--- config.mk ---
export PLATFORM = sky130hd
export DESIGN_NAME = ted_cell
export DESIGN_NICKNAME = d
export VERILOG_FILES = /design/src/sv/ted_pkg.sv /design/src/sv/ted_cell.sv
export SDC_FILE = /design/constraint.sdc
export NUM_CORES = 1
export LEC_CHECK = 0
export BUFFER_PORTS_ARGS = -buffer_cell sky130_fd_sc_hd__buf_2
export CAP_MARGIN = 25
export CORE_AREA = 2 2 92 94
export DETAILED_ROUTE_END_ITERATION = 16
export DIE_AREA = 0 0 94 96
export PLACE_DENSITY = 0.74
export SKIP_LAST_GASP = 1
export SYNTH_ARGS = -nofsm -noshare
export SYNTH_HDL_FRONTEND = slang
export SYNTH_SLANG_ARGS = --single-unit
--- constraint.sdc ---
create_clock -name clk -period 16.52 [get_ports clk]
set_clock_uncertainty 0.15 [all_clocks]
set_input_delay 0 -clock clk [delete_from_list [all_inputs] [get_ports clk]]
set_output_delay 0 -clock clk [all_outputs]
set_load 0.01 [all_outputs]
--- src/sv/ted_pkg.sv ---
// Shared types and constants for the transposition edit distance block.
`timescale 1ns / 1ps
package ted_pkg;
	localparam int MaxLen = 64;
	localparam int CntW = $clog2(MaxLen + 1);
	localparam int IdxW = $clog2(MaxLen);
	localparam int DistW = 7;
	localparam int DistMax = 127;

	typedef logic [1:0] kind_t;
	localparam kind_t KIND_FIRST = 2'd0;
	localparam kind_t KIND_SECOND = 2'd1;
	localparam kind_t KIND_COMPUTE = 2'd2;

	typedef enum logic [1:0] {ST_IDLE, ST_RUN, ST_OUT} state_t;

	// Data a cell hands to its right neighbor each cycle; dd is the entry two rows up
	// and two columns left of the receiving cell
	typedef struct packed {
		logic             vld;
		logic [7:0]       a;
		logic [7:0]       a_prev;
		logic [CntW-1:0]  i;
		logic [CntW-1:0]  left;
		logic [CntW-1:0]  diag;
		logic [CntW-1:0]  dd;
	} cell_link_t;
endpackage

--- src/sv/ted_cell.sv ---
// One column cell of the systolic distance array: works on one second-string byte.
`timescale 1ns / 1ps
module ted_cell (
	input  logic                clk,
	input  logic                arst_n,
	input  logic                clr,
	input  logic [ted_pkg::CntW-1:0] col,
	input  logic [7:0]          b,
	input  logic [7:0]          b_prev,
	input  ted_pkg::cell_link_t lin,
	output ted_pkg::cell_link_t lout
);
	import ted_pkg::*;

	logic [CntW-1:0] up_q;
	logic [CntW-1:0] dd_q;
	logic [CntW-1:0] d1, d2, d3, best, val;
	cell_link_t out_q;

	// Evaluate one table entry for row lin.i, column col
	always_comb begin
		d1 = up_q + 1'b1;
		d2 = lin.left + 1'b1;
		d3 = lin.diag + 1'b1;
		best = (d1 < d2) ? d1 : d2;
		best = (best < d3) ? best : d3;
		if (lin.i > CntW'(1) && col > CntW'(1) && lin.a == b_prev && lin.a_prev == b
				&& (lin.dd + 1'b1) < best)
			best = lin.dd + 1'b1;
		val = (lin.a == b) ? lin.diag : best;
	end

	// Pass the row to the right
	always_ff @(posedge clk or negedge arst_n) begin
		if (!arst_n) begin
			out_q <= '0;
		end else if (clr) begin
			out_q.vld <= 1'b0;
		end else begin
			out_q.vld <= lin.vld;
			if (lin.vld) begin
				out_q.a <= lin.a;
				out_q.a_prev <= lin.a_prev;
				out_q.i <= lin.i;
				out_q.left <= val;
				out_q.diag <= up_q;
				out_q.dd <= dd_q;
			end
		end
	end

	// Hold this column's last row and the left column's entry from the row before
	always_ff @(posedge clk) begin
		if (clr) begin
			up_q <= col;
		end else if (lin.vld) begin
			up_q <= val;
			dd_q <= lin.diag;
		end
	end

	assign lout = out_q;
endmodule

# [Word-level counts from Yosys, hierarchy flattened]
# Index checks and enable logic that the tools add are counted.
[totals] out_inout_bits=45 regBits=59 memories=0 mem_bits_rw=0 latchBits=0 romBits=0
[op_classes] div_mod_pow=0 mul=0 shifts=0 reduce_logical=6 muxes=7 n_addsub=4 eq_ne=3 order_cmp=5 n_bitwise=1
[ops] cell="$mux 7" n=6
[ops] cell="$add 7x1->7 const B" n=4
[ops] cell="$eq 8x8->1" n=3
[ops] cell="$lt 7x7->1" n=3
[ops] cell="$gt 7x1->1 const B" n=2
[ops] cell="$logic_and 1x1->1" n=4
[ops] cell="$reduce_and 2->1" n=1
[ops] cell="$reduce_bool 2->1" n=1
[ops] cell="$mux 1" n=1
[ops] cell="$not 1->1" n=1

# [Longest topological paths before layout]
# Gate-level depths: netlist (run 1).
[logic_depth] ltp_word=11 mapped_depth=30

# [Worst setup path after synthesis (run 1)]
# Ideal clock, no wire load.
[synth_path] path_type="reg2reg" start="register up_q[1]" end="register up_q[1], data pin" synth_period_minus_slack_ns=5.927 n_path_buf=2 path_slack_ns=10.593 stages_incl_launch_ff=29 arrival_ns=5.642 t_required_ns=16.235 path_cell_list="edfxtp_1 ha_1 xnor2_1 inv_1 ha_1 a21o_1 a31oi_1 o21ai_2 o21a_2 buf_6 mux2_2 ha_1 a2111oi_0 o21a_1 nand2_1 a211o_1 and3_1 clkbuf_1 nand3_1 o21ai_0 ha_1 nor2b_1 o21ai_0 a21oi_1 nor4_1 and3_1 nand2_4 or4b_1 nand3_1"
[synth_via] elab_chain_len=11
[synth_lines] element="from (decl)" line="ted_cell.sv:15" text="logic [CntW-1:0] up_q;"
[synth_lines] element="from (signal assigned)" line="ted_cell.sv:55" text="up_q <= col;"
[synth_lines] element="from (signal assigned)" line="ted_cell.sv:57" text="up_q <= val;"
[synth_lines] element="$add 7x1->7 (*)" line="ted_cell.sv:22" text="d1 = up_q + 1'b1;"
[synth_lines] element="$lt 7x7->1" line="ted_cell.sv:25" text="best = (d1 < d2) ? d1 : d2;"
[synth_lines] element="$mux 7 (*)" line="ted_cell.sv:25"
[synth_lines] element="$lt 7x7->1" line="ted_cell.sv:26" text="best = (best < d3) ? best : d3;"
[synth_lines] element="$mux 7 (*)" line="ted_cell.sv:26"
[synth_lines] element="$lt 7x7->1" line="ted_cell.sv:28" text="&& (lin.dd + 1'b1) < best)"
[synth_lines] element="$logic_and 1x1->1" line="ted_cell.sv:28"
[synth_lines] element="$mux 7 (*)" line="ted_cell.sv:27" text="if (lin.i > CntW'(1) && col > CntW'(1) && lin.a == b_prev && lin.a_prev == b"
[synth_lines] element="$mux 7 (*)" line="ted_cell.sv:30" text="val = (lin.a == b) ? lin.diag : best;"
[synth_lines] element="$mux 7 (*)" line="ted_cell.sv:56" text="end else if (lin.vld) begin"
[synth_lines] element="$mux 7 (*)" line="ted_cell.sv:54" text="if (clr) begin"
# Every way passes the cells marked *; elsewhere a longest branch is shown, timed or not. The select of a mux whose other input is x is not followed.
# A chain may end at the register's enable or synchronous reset.

# [Worst setup path in the final report (run 1)]
[layout_path] start="register up_q[0]" end="register up_q[1], data pin"
# Same word-level chain as after synthesis.

==> results of run 1 <==
## worst max-delay path: cells and delay by family (launching register included)
kind                     cells  cell delay (ns)
AO/OA/AOI/OAI               10             2.20
AND/OR/NAND/NOR              9             1.90
adder cells (fa/ha/maj)      4             1.13
flip-flops                   1             0.55
multiplexers                 1             0.41
XOR/XNOR                     1             0.20
buffers and inverters        1             0.07
## sequential cells by signal, indices dropped and copies added, names as in the netlist
name,cells
dd_q,7
lout,45
up_q,7
## cells in the mapped netlist (4+ instances only)
master	count
nand4_1	6
dfrtp_1	45
and3_1	6
nor3b_1	5
nand3_1	21
o21ai_0	11
ha_1	21
xor2_1	31
nor2_1	27
a21oi_1	16
o21a_1	7
o211ai_1	4
o31ai_1	4
xnor2_1	11
nand2_1	132
nor4_1	17
clkbuf_1	10
edfxtp_1	14
a21o_1	4
nor3_1	11
inv_1	8
## per-stage QoR
stage	total power, uW	utilization [%]	instances	area (um2)	hold WS [ns]
final	612	65.1	721	5240	-0.0230
after global routing	651	65.1	721	5240	0.0122
after CTS	610	64.8	720	5220	0.000663
after detailed placement	425	56.8	666	4570	0.0552
after global placement	420	56.8	666	4570	0.0482
after floorplan	349	-	459	3910	-0.446
## cells by family (layout without fill, tap and decap cells)
kind of cell | count (synthesis) | after routing | synth area share [%]
and+or+nand+nor | 239 | 239 | 27.9
AOI/OAI and AO/OA | 68 | 68 | 12.3
DFF | 59 | 59 | 39.5
xor gates and xnor gates | 42 | 42 | 9.40
buffers and inverters | 24 | 181 | 2.53
adders and majority gates | 21 | 21 | 6.72
muxes | 6 | 6 | 1.63
## power by group through the flow
| stage | clock [uW] | combinational (uW) | sequential, uW |
|---|---|---|---|
| 4_1_cts | 180 | 237 | 194 |
| 5_1_grt | 186 | 269 | 197 |
| 3_5_place_dp | 0 | 229 | 196 |
| 3_3_place_gp | 0 | 225 | 195 |
| 6_report | 177 | 241 | 194 |
| 2_1_floorplan | 0 | 147 | 202 |
## layer usage
layer / track usage, % / up-vias / share of wire [%]
met5: 0 / - / 0
met4: 13.3 / 0 / 4.0
met3: 4.78 / 42 / 5.9
met2: 46.3 / 176 / 47
met1: 34.7 / 1859 / 43
li1: - / 1915 / -
## what timing repair did
action | CTS | global route
endpoints found under the hold margin | 89 | 0
hold buffers | 38 | 0
resized for setup | 0 | 0
buffers inserted | 0 | 0
## cell type report
type	count	area [um2]	share of cell area (%)
Tap cell	105	131	2.51
Multi-Input combinational cell	376	2270	43.3
Inverter	9	33.8	0.645
Clock buffer	11	141	2.70
Clock inverter	5	125	2.39
Timing Repair Buffer	156	991	18.9
Sequential cell	59	1550	29.5
## worst min-delay path by stage
stage	from	end	slack (ns)
after detailed placement	lin[21]	lout[21]$_DFFE_PN0P_	0.06
final	arst_n	lout[18]$_DFFE_PN0P_	-0.02
after floorplan	arst_n	lout[0]$_DFFE_PN0P_	-0.45
after global routing	arst_n	lout[18]$_DFFE_PN0P_	0.01
after global placement	lin[21]	lout[21]$_DFFE_PN0P_	0.05
after CTS	col[2]	up_q[2]$_DFFE_PP_	0.0007
==> flow_metrics.tcl, run 1 <==
set metrics [dict create \
    status "complete, but fails checks" \
    failed_checks "hold timing" \
    rsz0062_at_grt "no" \
    syn-num-nets 551 \
    grt_max_degree 52 \
    pin_count 116 \
    drv_slew 0 \
    gp_congestion 1.03 \
    cts_sinks 59 \
    pwr-share-comb_pct 39.3 \
    cts_buffers 9 \
    drc 0 \
    ir_drop_mv 0.0725 \
    ant_nets 0 \
    antenna_found_initial 0 \
    p_leak_uw 0.00255 \
    layout_common_cells "nand2_1 (132), buf_2 (115), dfrtp_1 (45)" \
    setup_ws_ns 9.77 \
    die_w_um 94 \
    crit_required_ns 16.57 \
    syn_area_um2 3910 \
    ys.flop_type "dfrtp_1" \
    reg2reg_to "up_q[1]$_DFFE_PP_" \
    clk_latency_ns 0.34 \
    cpPeakStageDelay_ns 0.55 \
    hold-worst-slack_ns -0.0230 \
    fin_crit_sh_pct 40.8 \
    dieArea_um2 9020 \
    crit_fanout 10 \
    setup_viol 0 \
    start_kind "register" \
    h-tree-depth 3 \
    timing_hold_violations_final 15 \
    drive_above_1_share_pct 24.2 \
    fillers 643 \
    wl_per_cell_um 16.7 \
    ff2ff_path_depth 26 \
    synth_top_cell_by_area "dfrtp_1" \
    yosysTopAreaCellShare_pct 28.8 \
    netSwitchingPower_uw 217 \
    p_int_uw 395 \
    slew_headroom_pct 59.1 \
    routed_wl_um 12000 \
    grt_pass1_wl_um 19000 \
    critPathArrivalTime_ns 6.80 \
    ys_ff_latch 59 \
    tns_ns 0 \
    syn_area_per_cell_um2 8.52 \
    ys_types 55 \
    avgViaCountPerCell 5.54 \
    cp_slowest_cell "edfxtp_1" \
    pwr_density_cell_nw_per_um2 117 \
    ys_warn_count 0 \
    seq_power_share_pct 31.7 \
    synth_edf_count 14 \
    endpoint "up_q[1]$_DFFE_PP_" \
    numPortBuffers 115 \
    crit_type "reg -> reg" \
    num_vias 3992 \
    drt_iter0_drc 244 \
    place_ws_ns 9.84 \
    crit_path_end_kind "register" \
    initial_core_util_pct 48.6 \
    period_minus_slack_ns 6.75 \
    synth_cells 459 \
    startpoint "up_q[0]$_DFFE_PP_" \
    ys_seq_area_share_pct 39.5 \
    clockRootBuffer "clkbuf_8" \
    drtPass1Iterations 6 \
    clk_pin_slew_ns 0.07 \
    cp_common_cell "ha_1" \
    fin_nets 703 \
    core_um2 8050 \
    final_common_cell "nand2_1" \
    area_growth_pct 33.9 \
    synth_area_leaders "dfrtp_1 (29%), nand2_1 (13%), edfxtp_1 (11%), xor2_1 (6.9%), ha_1 (6.7%)" \
    post-dp-hpwl_um 8340 \
    switching_share_pct 35.4 \
    hp-class "in -> async" \
    clockBufferDepth 2 \
    drv_cap 0 \
    rows 33 \
    worst_pin_slew_ns 0.607 \
    chipHeight_um 96 \
    grt.overflow.total 0 \
    diodes 0 \
    fmax_mhz 148 \
    grt_pass1_vias 3845 \
    clockPowerShare_pct 28.9 \
    ys_async_sr_fraction_pct 76.3 \
    grt_usage_pct 27.6 \
    cts_tree "yes" \
    ff2ff_setup_slack_ns 9.77 \
    rr_startpoint "up_q[0]$_DFFE_PP_" \
]
Power figures use the tool's default switching activity.
==> run 2, diff against run 1 <==
--- a/config.mk
+++ b/config.mk
@@ -5,12 +5,13 @@
 export SDC_FILE = /design/constraint.sdc
 export NUM_CORES = 1
 export LEC_CHECK = 0
+export ABC_AREA = 1
 export BUFFER_PORTS_ARGS = -buffer_cell sky130_fd_sc_hd__buf_2
 export CAP_MARGIN = 25
 export CORE_AREA = 2 2 92 94
 export DETAILED_ROUTE_END_ITERATION = 16
 export DIE_AREA = 0 0 94 96
-export PLACE_DENSITY = 0.74
+export PLACE_DENSITY = 0.73
 export SKIP_LAST_GASP = 1
 export SYNTH_ARGS = -nofsm -noshare
 export SYNTH_HDL_FRONTEND = slang
==> constraint.sdc (replaced) <==
create_clock -name clk -period 5.65 [get_ports clk]
set_clock_uncertainty 0.15 [all_clocks]
set_input_delay 0 -clock clk [delete_from_list [all_inputs] [get_ports clk]]
set_output_delay 0 -clock clk [all_outputs]
set_load 0.01 [all_outputs]
==> flow_metrics.tcl, run 2 <==
set metrics [dict create \
    ff2ff_path_depth 33 \
    clockBufferDepth 2 \
    grt.overflow.total 0 \
    drv_slew 0 \
    ys_ff_latch 59 \
    clk_latency_ns 0.33 \
    chipHeight_um 96 \
    grt_max_degree 52 \
    synth_cells 463 \
    h-tree-depth 3 \
    hold_depth 6 \
    drc 0 \
    slew_headroom_pct 68.9 \
    crit_fanout 11 \
    status "complete, no violations" \
    drive_above_1_share_pct 26.4 \
    cts_sinks 59 \
    antenna_found_initial 0 \
    hold_end "lout[14]$_DFFE_PN0P_" \
    timing_hold_violations_final 0 \
    synth_edf_count 14 \
    synth_top_cell_by_area "dfrtp_1" \
    ff2ff_setup_slack_ns 0.31 \
    diodes 0 \
    synth_area_leaders "dfrtp_1 (31%), nand2_1 (20%), edfxtp_1 (12%), ha_1 (7.2%), xor2_1 (7.2%)" \
    cp_common_cell "nand2_1" \
    worstHoldStart "lin[0]" \
    p_leak_uw 0.00273 \
    layout_common_cells "nand2_1 (192), buf_2 (115), dlygate4sd3_1 (46)" \
    ys_types 32 \
    routed_wl_um 10500 \
    drtPass1Iterations 4 \
    ir_drop_mv 0.169 \
    rows 33 \
    cp_slowest_cell "edfxtp_1" \
    avgViaCountPerCell 4.93 \
    grt_pass1_vias 3394 \
    final_common_cell "nand2_1" \
    reg2reg_to "up_q[0]$_DFFE_PP_" \
    setup_viol 0 \
    hp-class "in -> reg" \
    num_vias 3676 \
    fillers 712 \
    ant_nets 0 \
    area_growth_pct 40.5 \
    dieArea_um2 9020 \
    fin_crit_sh_pct 94.5 \
    synth_common_cells "nand2_1 (191), dfrtp_1 (45), inv_1 (35)" \
    cpPeakStageDelay_ns 0.43 \
    ys_warn_count 0 \
    final_cells 746 \
    worst_pin_slew_ns 0.466 \
    start_kind "register" \
    hold-worst-slack_ns 0.0621 \
    pwr_density_cell_nw_per_um2 349 \
    numPortBuffers 115 \
    rr_startpoint "up_q[0]$_DFFE_PP_" \
    critPathArrivalTime_ns 5.28 \
    fmax_mhz 187 \
    crit_required_ns 5.59 \
    crit_type "reg -> reg" \
    grt_usage_pct 23.3 \
    synthMostInstantiatedCell "nand2_1" \
    core_um2 8050 \
    cts_tree "yes" \
    largest_register_ffs 45 \
    ys.flop_type "dfrtp_1" \
    post-dp-hpwl_um 7590 \
    syn_area_um2 3640 \
    crit_path_end_kind "register" \
    ys_seq_area_share_pct 42.4 \
    placed_cells 673 \
    fin_nets 728 \
    wl_per_cell_um 14.0 \
    clk_pin_slew_ns 0.07 \
    syn_area_per_cell_um2 7.87 \
    period_minus_slack_ns 5.34 \
    syn-num-nets 555 \
    pin_count 116 \
    clockRootBuffer "clkbuf_8" \
    die_w_um 94 \
    ys_async_sr_fraction_pct 76.3 \
    highest_layer "met4" \
    routedLengthMet1_um 4620 \
    grt_pass1_wl_um 16200 \
    cts_buffers 9 \
    wl_met2_um 5030 \
    initial_core_util_pct 45.3 \
    drt_iter0_drc 216 \
    drv_cap 0 \
    gp_congestion 0.929 \
    yosysTopAreaCellShare_pct 30.9 \
    dr_wl_met3_um 565 \
]
==> run 2: changes by cell type after synthesis, sizes merged, moves of 7 or more <==
cell / before / now
a21oi: 16 / 5
inv: 8 / 39
nand2: 133 / 200
nand3: 22 / 30
nor2: 27 / 11
nor3: 12 / 3
nor4: 17 / 5
o21a: 8 / 0
o21ai: 13 / 29
xnor2: 11 / 4
==> run 2: worst max-delay path by stage <==
| stage | slack, ns | from | end |
|---|---|---|---|
| 2_1_floorplan | 0.50 | up_q[0]$_DFFE_PP_ | up_q[0]$_DFFE_PP_ |
| 3_3_place_gp | 0.33 | up_q[0]$_DFFE_PP_ | up_q[0]$_DFFE_PP_ |
| 3_5_place_dp | -0.005 | up_q[0]$_DFFE_PP_ | up_q[5]$_DFFE_PP_ |
| 4_1_cts | 0.03 | up_q[0]$_DFFE_PP_ | up_q[0]$_DFFE_PP_ |
| 5_1_grt | -0.13 | up_q[0]$_DFFE_PP_ | up_q[6]$_DFFE_PP_ |
| 6_report | 0.31 | up_q[0]$_DFFE_PP_ | up_q[0]$_DFFE_PP_ |
==> run 2: layout make-up <==
class	count	area [um2]	share of cell area [%]
Multi-Input combinational cell	353	1940	38.0
Sequential cell	59	1550	30.2
Timing Repair Buffer	173	1140	22.2
Inverter	40	150	2.93
Clock buffer	11	131	2.57
Tap cell	105	131	2.57
Clock inverter	5	77.6	1.52
==> run 2: through the flow <==
step	total power, uW	setup slack, ns	setup TNS (ns)	utilization, %	instance area, um2
6_report	1790	0.314	0	63.6	5120
5_1_grt	1930	-0.131	-0.651	63.6	5120
3_3_place_gp	1270	0.331	0	53.7	4320
4_1_cts	1730	0.0280	0	62.1	5000
3_5_place_dp	1290	-0.00510	-0.00510	53.7	4320
2_1_floorplan	1060	0.501	0	-	3640
==> run 2: kinds of logic (layout without fill, tap and decap cells) <==
group / after synthesis / after routing / share of synthesized area (%)
flops: 59 / 59 / 42.4
simple gates: 255 / 256 / 30.1
compound gates: 42 / 42 / 6.63
buf+inv: 52 / 229 / 5.42
fa+ha+maj: 21 / 21 / 7.21
xor+xnor: 34 / 34 / 8.17
==> run 2: worst max-delay path: cells and delay by family (launching register included) <==
family | cells | cell delay [ns]
buffers and inverters | 4 | 0.49
and+or+nand+nor | 19 | 1.81
DFF | 1 | 0.43
AOI/OAI and AO/OA | 6 | 1.15
xor gates and xnor gates | 1 | 0.19
adders and majority gates | 3 | 0.88
==> run 2: report_power, final <==
group,switching (uW),internal [uW]
clock,164,247
sequential,54.7,528
combinational,472,323
total,691,1100
==> run 2: what timing repair did <==
item | CTS | global route
cloned | 0 | 1
hold endpoints to repair | 88 | 12
resized for setup | 0 | 9
setup endpoints to repair | 1 | 14
setup buffers | 2 | 7
hold buffers | 45 | 1
pin swaps | 1 | 2
==> run 2: metal layers <==
layer | global-route usage [%] | up-vias
li1 | - | 1841
met1 | 31.0 | 1692
met2 | 38.5 | 123
met3 | 3.29 | 20
met4 | 9.30 | 0
met5 | 0 | -
==> run 3, diff against run 2 <==
--- a/config.mk
+++ b/config.mk
@@ -11,7 +11,7 @@
 export CORE_AREA = 2 2 92 94
 export DETAILED_ROUTE_END_ITERATION = 16
 export DIE_AREA = 0 0 94 96
-export PLACE_DENSITY = 0.73
+export PLACE_DENSITY_LB_ADDON = 0.08
 export SKIP_LAST_GASP = 1
 export SYNTH_ARGS = -nofsm -noshare
 export SYNTH_HDL_FRONTEND = slang
==> flow_metrics.tcl, run 3 (synthesis gave the netlist of run 2 again) <==
set metrics [dict create \
    avgViaCountPerCell 4.85 \
    gp_congestion 0.885 \
    core_um2 8050 \
    grt_pass1_wl_um 16000 \
    timing_hold_violations_final 0 \
    drv_cap 0 \
    largest_register_ffs 45 \
    final_cell_area_um2 5100 \
    antenna_found_initial 0 \
    tns_ns 0 \
    clk_pin_slew_ns 0.08 \
    h-tree-depth 3 \
    numPortBuffers 115 \
    fillers 726 \
    drtPass1Iterations 4 \
    diodes 0 \
    ant_nets 0 \
    cts_sinks 59 \
    grt.overflow.total 0 \
    pin_count 116 \
    multi_input_area_um2 1950 \
    area_growth_pct 40.0 \
    register_area_um2 1550 \
    cpPeakStageDelay_ns 0.44 \
    initial_core_util_pct 45.3 \
    drv_slew 0 \
    critPathArrivalTime_ns 5.23 \
    post-dp-hpwl_um 7280 \
    layout_common_cells "nand2_1 (191), buf_2 (115), dlygate4sd3_1 (46)" \
    start_kind "register" \
    grt_pass1_vias 3434 \
    pwr_density_cell_nw_per_um2 339 \
    crit_fanout 8 \
    hold-worst-slack_ns 0.0764 \
    fin_nets 726 \
    power_uw 1730 \
    crit_required_ns 5.60 \
    num_vias 3605 \
    clockRootBuffer "clkbuf_8" \
    cts_tree "yes" \
    ir_drop_mv 0.162 \
    worst_pin_slew_ns 0.543 \
    crit_path_end_kind "register" \
    fmax_mhz 189 \
    drive_above_1_share_pct 26.8 \
    status "complete, no violations" \
    cp_common_cell "nand2_1" \
    setup_viol 0 \
    grt_usage_pct 23.0 \
    p_leak_uw 0.00270 \
    period_minus_slack_ns 5.29 \
    cp_slowest_cell "edfxtp_1" \
    drc 0 \
    die_w_um 94 \
    rows 33 \
    post_dp_cell_area_um2 4330 \
    hp-class "in -> reg" \
    clockBufferDepth 2 \
    dieArea_um2 9020 \
    crit_type "reg -> reg" \
    cts_buffers 9 \
    grt_max_degree 60 \
    clk_latency_ns 0.33 \
    slew_headroom_pct 63.8 \
    final_common_cell "nand2_1" \
    wl_per_cell_um 13.6 \
    drt_iter0_drc 152 \
    fin_crit_sh_pct 93.6 \
    routed_wl_um 10100 \
    chipHeight_um 96 \
]
[run 3: critical path, delay by kind of cell, from the launching register on]
kind | cells | cell delay (ns)
AND/OR/NAND/NOR | 19 | 1.82
adder cells (fa/ha/maj) | 4 | 1.09
buffers and inverters | 2 | 0.18
AO/OA/AOI/OAI | 5 | 1.15
flip-flops | 1 | 0.44
XOR/XNOR | 1 | 0.22
[run 3: what timing repair did]
item	in CTS	in global routing
setup buffers	0	6
hold endpoints to repair	86	10
hold buffers	45	1
resized for setup	0	11
endpoints found under the setup margin	0	14
[run 3: routing by layer]
layer	global-route usage (%)	part of all wire (%)	wire, um	vias to the layer above
met3	3.84	6.3	632	9
met2	38.3	46	4680	124
li1	-	-	-	1839
met1	30.6	46	4620	1633
met4	7.61	1.5	150	0
met5	0	0	0	-
[run 3: where the power goes]
group	total, uW	internal, uW	switching, uW
registers	577	527	50.1
logic	788	321	467
clock network	363	186	177
total	1730	1030	694
[run 3: final timing paths]
path                                    from                    to  slack (ns)  cells after the start
max reg2reg                up_q[0]$_DFFE_PP_     up_q[1]$_DFFE_PP_        0.36                     31
max in group asynchronous             arst_n   lout[2]$_DFFE_PN0P_        4.42                      4
min                                  lin[44]     up_q[4]$_DFFE_PP_        0.08                      3
max                        up_q[0]$_DFFE_PP_     up_q[1]$_DFFE_PP_        0.36                     31
min reg2reg                dd_q[5]$_DFFE_PP_   lout[5]$_DFFE_PN0P_        0.30                      2
min in group asynchronous             arst_n  lout[27]$_DFFE_PN0P_        0.45                      3
[run 3: cell type report]
type,count,area share (%)
Sequential cell,59,30.3
Timing Repair Buffer,171,22.3
Inverter,40,2.94
Multi-Input combinational cell,353,38.2
Clock buffer,11,2.99
Clock inverter,5,0.687
Tap cell,105,2.57
[run 3: per-stage QoR]
step | instances | worst slack (ns) | util (%)
6_report | 744 | 0.361 | 63.4
5_1_grt | 744 | -0.0741 | 63.4
4_1_cts | 735 | 0.0826 | 61.7
3_5_place_dp | 674 | 0.110 | 53.8
3_3_place_gp | 674 | 0.265 | 53.8
2_1_floorplan | 463 | 0.501 | -
